`src/rtl/pss_pkg.sv`:
```
// pss_pkg: shared constants for the proximity shock sequencer
// phase codes, register indexes and result beat layout
// no dependencies
package pss_pkg;

  localparam int TS_W    = 32;
  localparam int CNT_W   = 32;
  localparam int LAT_W   = 16;
  localparam int RAD_W   = 12;
  localparam int RSQ_W   = 2 * RAD_W;
  localparam int LVL_W   = 3;
  localparam int PHASE_W = 3;

  // sequencer phases
  localparam logic [PHASE_W-1:0] PH_OUTSIDE = 3'd0;
  localparam logic [PHASE_W-1:0] PH_LATENCY = 3'd1;
  localparam logic [PHASE_W-1:0] PH_SHOCK   = 3'd2;
  localparam logic [PHASE_W-1:0] PH_PAUSE   = 3'd3;
  localparam logic [PHASE_W-1:0] PH_REFRACT = 3'd4;

  // register indexes (byte address / 4)
  localparam int REG_IDX_W = 3;
  localparam logic [REG_IDX_W-1:0] REG_RADIUS     = 3'd0;
  localparam logic [REG_IDX_W-1:0] REG_ENTRANCE   = 3'd1;
  localparam logic [REG_IDX_W-1:0] REG_INTERSHOCK = 3'd2;
  localparam logic [REG_IDX_W-1:0] REG_DURATION   = 3'd3;
  localparam logic [REG_IDX_W-1:0] REG_REFRACTORY = 3'd4;
  localparam logic [REG_IDX_W-1:0] REG_LEVEL      = 3'd5;
  localparam logic [REG_IDX_W-1:0] REG_ENABLE     = 3'd6;
  localparam int PADDR_W = REG_IDX_W + 2;
  localparam int PDATA_W = 32;

  // result beat layout
  localparam int OUT_NEAR_LO  = 0;
  localparam int OUT_STATE_LO = 1;
  localparam int OUT_LEVEL_LO = 4;
  localparam int OUT_BAD_LO   = 7;
  localparam int OUT_DRIVE_LO = 8;
  localparam int OUT_GOOD_LO  = 11;
  localparam int OUT_BADC_LO  = OUT_GOOD_LO + CNT_W;
  localparam int OUT_ENTRY_LO = OUT_BADC_LO + CNT_W;
  localparam int OUT_SHOCK_LO = OUT_ENTRY_LO + CNT_W;
  localparam int OUT_FIRST_LO = OUT_SHOCK_LO + CNT_W;
  localparam int OUT_BITS     = OUT_FIRST_LO + TS_W;
  localparam int OUT_W        = ((OUT_BITS + 7) / 8) * 8;

endpackage

```
`src/rtl/proximity_shock_sequencer.sv`:
```
// proximity_shock_sequencer: distance check and five-phase shock sequencer
// four-stage pipeline: abs diffs, squares, near compare, sequencer update
// depends on pss_pkg
//
//   channel  | dir | beat contents
//   ---------+-----+--------------------------------------------------------
//   s_axis   | in  | one video frame: timestamp, two tracked spots
//   m_axis   | out | one result per frame: flags, phases, level, counters
//   apb      | in  | seven config registers at byte address 4*i, read back
//
// one frame per cycle while m_axis takes results; a result is valid once its
// beat has passed the abs-diff, square and compare registers and the
// sequencer stage, whose state lives in one register set.
// the whole pipe moves only when the output register is empty or taken,
// so a stall on m_axis holds every stage and s_tready drops with it.
// rst is synchronous: phase outside, counters and config registers zero.
module proximity_shock_sequencer
  import pss_pkg::*;
#(
  parameter int COORD_BITS = 12
) (
  input  logic                                             clk,
  input  logic                                             rst,
  input  logic                                             s_tvalid,
  output logic                                             s_tready,
  // timestamp_ms, subject_found, subject_x, subject_y, target_found,
  // target_x, target_y (low bits up)
  input  logic [((34 + 4 * COORD_BITS + 7) / 8) * 8 - 1:0] s_tdata,
  output logic                                             m_tvalid,
  input  logic                                             m_tready,
  // in_sector, logged_state, logged_level, bad_frame, drive_now,
  // good_total, bad_total, entry_total, shock_total, first_shock_ms
  output logic [OUT_W-1:0]                                 m_tdata,
  input  logic                                             psel,
  input  logic                                             penable,
  input  logic                                             pwrite,
  input  logic [PADDR_W-1:0]                               paddr,
  input  logic [PDATA_W-1:0]                               pwdata,
  output logic [PDATA_W-1:0]                               prdata,
  output logic                                             pready
);

  localparam int SF_BIT = TS_W;
  localparam int SX_LO  = TS_W + 1;
  localparam int SY_LO  = SX_LO + COORD_BITS;
  localparam int TF_BIT = SY_LO + COORD_BITS;
  localparam int TX_LO  = TF_BIT + 1;
  localparam int TY_LO  = TX_LO + COORD_BITS;
  localparam int SQ_W   = 2 * COORD_BITS;
  localparam int CMP_W  = (SQ_W + 1 > RSQ_W) ? SQ_W + 1 : RSQ_W;

  // configuration registers
  logic [RAD_W-1:0] trigger_radius;
  logic [LAT_W-1:0] entrance_latency;
  logic [LAT_W-1:0] intershock_latency;
  logic [LAT_W-1:0] shock_duration;
  logic [LAT_W-1:0] refractory;
  logic [LVL_W-1:0] shock_level;
  logic             shock_enable;
  logic [RSQ_W-1:0] radius_sq;

  logic             cfg_wr;
  logic [REG_IDX_W-1:0] cfg_idx;

  assign pready  = 1'b1;
  assign cfg_idx = paddr[PADDR_W-1:2];
  assign cfg_wr  = psel && penable && pwrite && pready;

  always_ff @(posedge clk) begin
    if (rst) begin
      trigger_radius     <= '0;
      entrance_latency   <= '0;
      intershock_latency <= '0;
      shock_duration     <= '0;
      refractory         <= '0;
      shock_level        <= '0;
      shock_enable       <= 1'b0;
      radius_sq          <= '0;
    end else begin
      radius_sq <= trigger_radius * trigger_radius;
      if (cfg_wr) begin
        case (cfg_idx)
          REG_RADIUS:     trigger_radius     <= pwdata[RAD_W-1:0];
          REG_ENTRANCE:   entrance_latency   <= pwdata[LAT_W-1:0];
          REG_INTERSHOCK: intershock_latency <= pwdata[LAT_W-1:0];
          REG_DURATION:   shock_duration     <= pwdata[LAT_W-1:0];
          REG_REFRACTORY: refractory         <= pwdata[LAT_W-1:0];
          REG_LEVEL:      shock_level        <= pwdata[LVL_W-1:0];
          REG_ENABLE:     shock_enable       <= pwdata[0];
          default: ;
        endcase
      end
    end
  end

  always_comb begin
    case (cfg_idx)
      REG_RADIUS:     prdata = PDATA_W'(trigger_radius);
      REG_ENTRANCE:   prdata = PDATA_W'(entrance_latency);
      REG_INTERSHOCK: prdata = PDATA_W'(intershock_latency);
      REG_DURATION:   prdata = PDATA_W'(shock_duration);
      REG_REFRACTORY: prdata = PDATA_W'(refractory);
      REG_LEVEL:      prdata = PDATA_W'(shock_level);
      REG_ENABLE:     prdata = PDATA_W'(shock_enable);
      default:        prdata = '0;
    endcase
  end

  // pipeline control
  logic advance;
  assign advance  = !m_tvalid || m_tready;
  assign s_tready = advance;

  // stage 1: absolute differences
  logic [COORD_BITS-1:0] sx, sy, tx, ty;
  logic                  v1, bad1;
  logic [TS_W-1:0]       ts1;
  logic [COORD_BITS-1:0] dx1, dy1;

  assign sx = s_tdata[SX_LO +: COORD_BITS];
  assign sy = s_tdata[SY_LO +: COORD_BITS];
  assign tx = s_tdata[TX_LO +: COORD_BITS];
  assign ty = s_tdata[TY_LO +: COORD_BITS];

  // stage 2: squares
  logic            v2, bad2;
  logic [TS_W-1:0] ts2;
  logic [SQ_W-1:0] dx_sq, dy_sq;

  // stage 3: near flag
  logic            v3, bad3, near3;
  logic [TS_W-1:0] ts3;
  logic [CMP_W-1:0] dist_sq;

  assign dist_sq = CMP_W'({1'b0, dx_sq} + {1'b0, dy_sq});

  always_ff @(posedge clk) begin
    if (rst) begin
      v1 <= 1'b0;
      v2 <= 1'b0;
      v3 <= 1'b0;
    end else if (advance) begin
      v1 <= s_tvalid;
      v2 <= v1;
      v3 <= v2;
    end
  end

  always_ff @(posedge clk) begin
    if (advance) begin
      ts1   <= s_tdata[TS_W-1:0];
      bad1  <= !(s_tdata[SF_BIT] && s_tdata[TF_BIT]);
      dx1   <= (sx > tx) ? sx - tx : tx - sx;
      dy1   <= (sy > ty) ? sy - ty : ty - sy;
      ts2   <= ts1;
      bad2  <= bad1;
      dx_sq <= dx1 * dx1;
      dy_sq <= dy1 * dy1;
      ts3   <= ts2;
      bad3  <= bad2;
      near3 <= !bad2 && (dist_sq < CMP_W'(radius_sq));
    end
  end

  // stage 4: sequencer state
  logic [PHASE_W-1:0] phase, phase_next;
  logic [TS_W-1:0]    last_change, last_change_next;
  logic [LVL_W-1:0]   drive_level, drive_level_next;
  logic [CNT_W-1:0]   good_count, bad_count, entry_count, shock_count;
  logic [TS_W-1:0]    first_shock, first_shock_next;
  logic               entry_inc, shock_inc;
  logic [LAT_W-1:0]   wait_sel;
  logic               elapsed;

  always_comb begin
    case (phase)
      PH_LATENCY: wait_sel = entrance_latency;
      PH_SHOCK:   wait_sel = shock_duration;
      PH_PAUSE:   wait_sel = intershock_latency;
      PH_REFRACT: wait_sel = refractory;
      default:    wait_sel = '0;
    endcase
  end

  // 33-bit sum so a late deadline never wraps
  assign elapsed = {1'b0, ts3} > ({1'b0, last_change} + (TS_W + 1)'(wait_sel));

  always_comb begin
    phase_next       = phase;
    last_change_next = last_change;
    drive_level_next = drive_level;
    first_shock_next = first_shock;
    entry_inc        = 1'b0;
    shock_inc        = 1'b0;
    case (phase)
      PH_LATENCY: begin
        if (!bad3) begin
          if (near3) begin
            if (elapsed) begin
              phase_next       = PH_SHOCK;
              shock_inc        = 1'b1;
              last_change_next = ts3;
              if (first_shock == '0) first_shock_next = ts3;
              if (shock_enable) drive_level_next = shock_level;
            end
          end else begin
            phase_next = PH_OUTSIDE;
          end
        end
      end
      PH_SHOCK: begin
        // drive drops even on a bad frame, phase waits for a good one
        if (elapsed) begin
          if (shock_enable) drive_level_next = '0;
          if (!bad3) begin
            phase_next       = near3 ? PH_PAUSE : PH_REFRACT;
            last_change_next = ts3;
          end
        end
      end
      PH_PAUSE: begin
        if (!bad3) begin
          if (near3) begin
            if (elapsed) begin
              phase_next       = PH_SHOCK;
              shock_inc        = 1'b1;
              last_change_next = ts3;
              if (shock_enable) drive_level_next = shock_level;
            end
          end else begin
            phase_next       = PH_REFRACT;
            last_change_next = ts3;
          end
        end
      end
      PH_REFRACT: begin
        if (elapsed) phase_next = PH_OUTSIDE;
      end
      default: begin
        if (near3) begin
          phase_next       = PH_LATENCY;
          entry_inc        = 1'b1;
          last_change_next = ts3;
        end
      end
    endcase
  end

  // logged fields; counters and drive come straight from the state,
  // which only moves when a new result is loaded
  logic               o_near, o_bad;
  logic [PHASE_W-1:0] o_state;
  logic [LVL_W-1:0]   o_level;

  always_ff @(posedge clk) begin
    if (rst) begin
      m_tvalid    <= 1'b0;
      phase       <= PH_OUTSIDE;
      last_change <= '0;
      drive_level <= '0;
      good_count  <= '0;
      bad_count   <= '0;
      entry_count <= '0;
      shock_count <= '0;
      first_shock <= '0;
    end else if (advance) begin
      m_tvalid <= v3;
      if (v3) begin
        phase       <= phase_next;
        last_change <= last_change_next;
        drive_level <= drive_level_next;
        first_shock <= first_shock_next;
        good_count  <= good_count + CNT_W'(!bad3);
        bad_count   <= bad_count + CNT_W'(bad3);
        entry_count <= entry_count + CNT_W'(entry_inc);
        shock_count <= shock_count + CNT_W'(shock_inc);
      end
    end
  end

  always_ff @(posedge clk) begin
    if (advance && v3) begin
      o_near  <= near3;
      o_bad   <= bad3;
      o_state <= phase;
      o_level <= drive_level;
    end
  end

  assign m_tdata = OUT_W'({first_shock, shock_count, entry_count, bad_count, good_count,
                           drive_level, o_bad, o_level, o_state, o_near});

endmodule

```
`config.mk`:
```
export PLATFORM = sky130hd
export DESIGN_NAME = proximity_shock_sequencer
export DESIGN_NICKNAME = d
export VERILOG_FILES = /design/src/rtl/pss_pkg.sv /design/src/rtl/proximity_shock_sequencer.sv
export SDC_FILE = /design/constraint.sdc
export NUM_CORES = 2
export LEC_CHECK = 0
export BUFFER_PORTS_ARGS = -buffer_cell sky130_fd_sc_hd__clkbuf_2
export CAP_MARGIN = 5
export CORE_ASPECT_RATIO = 0.6
export CORE_MARGIN = 10
export CORE_UTILIZATION = 40
export CTS_CLUSTER_DIAMETER = 150
export CTS_CLUSTER_SIZE = 16
export DETAILED_ROUTE_END_ITERATION = 8
export HOLD_SLACK_MARGIN = 0.08
export PLACE_DENSITY = 0.61
export SYNTH_ARGS = -nofsm -noshare
export SYNTH_HDL_FRONTEND = slang
export SYNTH_SLANG_ARGS = --single-unit
```
`constraint.sdc`:
```
create_clock -name clk -period 9.5 [get_ports clk]
set_input_delay 0.95 -clock clk [delete_from_list [all_inputs] [get_ports clk]]
set_output_delay 0.95 -clock clk [all_outputs]
set_load 0.01 [all_outputs]
```
Yosys cells after proc, flatten, opt, wreduce, memory -nomap -nowiden. Cells that the tools add are included.

Multiplexer cells: 37. Bitwise gates (word level): 2. Multipliers: 3. Magnitude comparators: 4. Add/sub/neg operators: 10. Reduce and logical (&&, ||, !) cells: 29. Equal/unequal tests: 21.

Operators by type and width (count): $mux 32 (8); $add 32x1->32 (4); $pmux 32 s4 (1); $pmux 16 s7 (1); $mul 12x12->24 (3); $pmux 16 s4 (1); $mux 3 (16); $sub 12x12->12 (4); $add 32x16->33 (1); $gt 32x33->1 (1); $logic_not 32->1 (1); $add 24x24->25 (1); $lt 25x24->1 (1); $gt 12x12->1 (2); $mux 12 (2); $reduce_and 9->1 (2); $ne 2x2->1 const B (8); $reduce_and 2->1 (8); $eq 3x2->1 const B (4); $eq 3x3->1 const B (4); $pmux 3 s4 (1); $reduce_and 8->1 (1); $reduce_and 7->1 (1); $eq 3x1->1 const B (2); other kinds (13) (28).

Word-level logic and storage cells: 141. Flip-flop bits (word level): 486. Output and inout port bits: 211. Input bits: 132.

Longest topological paths before layout.
Depth in word-level cells: 9. Gate-level depth with buffers: 34. Depth with buffers taken out: 33.

Worst setup path after synthesis. No wires, ideal clock.

Path kind: reg2reg. Start point: reg phase[2]. End point: reg shock_count[31]. Setup slack: 2695 ps. Data required time: 9372 ps. Arrival: 6677 ps. Buffers on the path: 2. Setup time: 128 ps. Period minus slack after synthesis: 6805 ps. Cell stages (with the launch flop): 34. Cell sequence: dfxtp_1 -> clkbuf_1 -> nand2b_1 -> nor2_1 -> a22o_1 -> a221oi_1 -> inv_1 -> ha_1 -> a211oi_1 -> o21bai_1 -> or3_1 -> a221oi_2 -> a211oi_1 -> o31ai_1 -> nand2b_1 -> nor2b_1 -> xnor2_1 -> ha_1 -> nand4_1 -> nor4_1 -> a221oi_1 -> nand3_1 -> a22oi_4 -> a41oi_4 -> nand2_1 -> nor2_1 -> ha_1 -> and4_1 -> clkbuf_1 -> nor2b_1 -> nand2_1 -> nor3_1 -> xnor2_1 -> nor2_1.

Cells in the longest elaborated chain, start to end: 9. Elaborated cells between the ends (all ways): 13. Those cells by class: 2 x add/sub; 1 x order compare; 4 x eq/ne; 5 x mux; 1 x reduce/logical.

RTL lines: start, declared (RTL line proximity_shock_sequencer.sv:166) `logic [PHASE_W-1:0] phase, phase_next;`; start signal, assigned (RTL line proximity_shock_sequencer.sv:269) `phase <= phase_next;`; $eq 3x3->1, or another cell as far along (RTL line proximity_shock_sequencer.sv:176) `case (phase)`; $pmux 16 s4 (RTL line proximity_shock_sequencer.sv:176); $add 32x16->33 (RTL line proximity_shock_sequencer.sv:186) `assign elapsed = {1'b0, ts3} > ({1'b0, last_change} + (TS_W + 1)'(wait_sel));`; $gt 32x33->1 (RTL line proximity_shock_sequencer.sv:186); $mux 1 (RTL line proximity_shock_sequencer.sv:199, proximity_shock_sequencer.sv:224); $mux 1 (RTL line proximity_shock_sequencer.sv:223) `if (near3) begin`; $mux 1 (RTL line proximity_shock_sequencer.sv:222) `if (!bad3) begin`; $mux 1 *; $add 32x1->32 * (RTL line proximity_shock_sequencer.sv:276) `shock_count <= shock_count + CNT_W'(shock_inc);`; end signal, assigned (RTL line proximity_shock_sequencer.sv:276); end, declared (RTL line proximity_shock_sequencer.sv:169) `logic [CNT_W-1:0] good_count, bad_count, entry_count, shock_count;`.

Every way passes the cells marked *; elsewhere a longest branch is shown, timed or not. A chain may end at the register's enable or synchronous reset.

Worst setup path in the final report.
Start point: reg phase[1]. End point: reg shock_count[31].

Same word-level chain as after synthesis.

==> metrics <==
status finished, final reports clean; CTS tree done; Slew HR about a quarter; hold path depth 0; DP HPWL 65,300 um; total CTS buffers 36; post-synth top area share between 10% and 20%; Synth Area in Simple Gates between 15 and 20%; maximum root-to-sink buffer count 3; DRC viols 0; WP data required approximately 9.9 ns; Yosys top cell by area dfxtp_1; met3 routed WL approximately 4600 um; CTS sink count approximately 480; root buf cell clkbuf_16; H-tree levels 2; Metal-1 WL about 44,000 um; count of yosys warnings during synthesis 0; period utilization 89.7%; mux cell area share after synthesis roughly 2.2%; Die Wd between 300 and 400 um; layout cells sized above 1 10.1%; Final Slew Violations 0; R2R cell count 33; CP Data Arrival Time between 8 and 9 ns; DR vias between 20,000 and 30,000; hold wc startpoint ts1[26]; total track usage 16.9%; Worst Setup End Kind flop; Initial Util 40.2%; number of max-cap violations 0; RSZ-0062 raised after global routing false; CP startpoint phase[1]; wirelength, routed about 85,000 um; Rows slightly above 80; Top Layer Used met4; Synth Area in Compound Gates about a tenth; Setup Buffers After CTS 0; cts repair resizes 0; Mean Syn Cell Area 9.52 um^2; Yosys cell types 74; clk slew on worst S/H paths ~0.080 ns; top cells by count, synth inv_1 (366), nand2_1 (353), ha_1 (322); Slowest-stage cell, CP dfxtp_1; vias in the first global route about 24,000; Die H 247 um; Tightest Hold Check Type reg -> reg; number of synthesized flops with an enable pin 178; cells after synthesis between 3,000 and 4,000; Reg-to-Reg Start phase[1]; Initial DRT Pass Iterations 5; Final Util between 40% and 50%; pin count of the biggest net entering global routing around 120; # hold bufs at CTS 0; main flop type after synthesis dfxtp_1; Synth area leaders dfxtp_1 (18%), edfxtp_1 (16%), fa_1 (14%); CP Launch Type flop; Crit Path Category reg -> reg; antenna violations before repair 4; Tmin final between 8 and 9 ns; Fmax about 120 MHz; Cell Area, Synth around 0.034 mm^2; Synth Area in XOR/XNOR roughly 6.2%; wire per inst roughly 17 um; cell with the most instances after synthesis inv_1; core region area ~0.085 mm^2; Iter 0 DRT Violations ~1,800; TNS Setup 0 ns; Slew @ Worst Pin 1.10 ns; Final Hold Vio Count 0; largest family of logic cells by synthesized area adder cells; Multi-input gate area between 0.02 and 0.025 mm^2; global route overflow 0; via density per instance 5.06; Die Area slightly below 0.1 mm^2; antenna violation net count after detailed routing 0; Layout Area Growth over Synthesis 10.3%; metal2 WL 34,800 um; Nets 4,511; Setup Skew ~0.038 ns; io pins about 340; Fillers 8,286; Skew-Pair Late Insertion Delay 0.59 ns; fraction of registers with async set/reset 0%; Synth Area in Adders around a quarter; first-pass GRT wire length 136,000 um; Crit Path Max Fanout 15; Setup violations, final 0; Seq. cell area between 0.01 and 0.015 mm^2; Port-buffer cells 296; register bit total from synthesis 483; gpl congestion between 0.8 and 0.9; Seq/Total Area, Yosys between 30% and 40%; max incr delay on CP 0.53 ns
## path summary, 6_finish.rpt
kind	end	slack [ns]
min reg2reg	ts2[26]	0.42
max	shock_count[31]	0.98
min	ts2[26]	0.42
max reg2reg	shock_count[31]	0.98
## cell usage in the layout (no fill, tap or decap), drive strengths merged, types with 17 or more instances in the layout
cell	instances
inv	366
nand2	353
clkbuf	352
ha	322
dfxtp	305
nor2	300
a21oi	244
fa	239
edfxtp	178
and2	156
xor2	137
xnor2	106
o21ai	87
nand3	83
mux2i	65
nor2b	55
a22oi	49
a21o	39
and3	37
nand4	35
nand2b	30
nor3	30
or3	27
conb	22
buf	19
o21a	17
## cell type report
type	count	share of cell area, %
clock inverter	4	0.159
timing repair buffer	314	4.30
tap	1147	3.80
inverter	366	3.63
sequential	483	30.3
multi-input combinational	2617	55.1
antenna	2	0.0132
clock buffer	57	2.70
## state kept, by name, summed over array words and instances, names as in the netlist, 32 cells and up
| register | cells |
|---|---|
| first_shock | 32 |
| ts3 | 32 |
| ts1 | 32 |
| good_count | 32 |
| shock_count | 32 |
| ts2 | 32 |
| entry_count | 32 |
| last_change | 32 |
| bad_count | 32 |
## per-stage QoR
step,cells,setup WS (ns),hold slack (ns),area (um^2)
4_1_cts,4988,0.988,0.420,37800
5_1_grt,4989,0.0228,0.427,37800
3_5_place_dp,4927,1.04,0.405,36700
3_3_place_gp,4927,1.18,0.401,36700
6_report,4990,0.977,0.420,37800
2_1_floorplan,3620,2.70,0.400,34300
## routing by layer
layer  up-vias  GRT usage (%)
met5         -              0
met4         0           2.71
met2       539           24.3
met1     12200           26.8
li1      12500              -
met3        72           2.40
## kinds of logic after synthesis
group                    Yosys count
adder cells (fa/ha/maj)          561
multiplexers                      75
AO/OA/AOI/OAI                    557
other                              2
AND/OR/NAND/NOR                 1159
XOR/XNOR                         243
buffers and inverters            520
flip-flops                       483
## critical path: cells and delay by family, from the launching register on
family	cells	cell delay (ns)
XOR/XNOR	2	0.29
flip-flops	1	0.53
adder cells (fa/ha/maj)	3	0.91
buffers and inverters	3	0.54
AO/OA/AOI/OAI	10	2.74
AND/OR/NAND/NOR	15	3.34
Power is not shown: default switching activity piles up to over one toggle a cycle in this logic, so the estimate is an artifact.
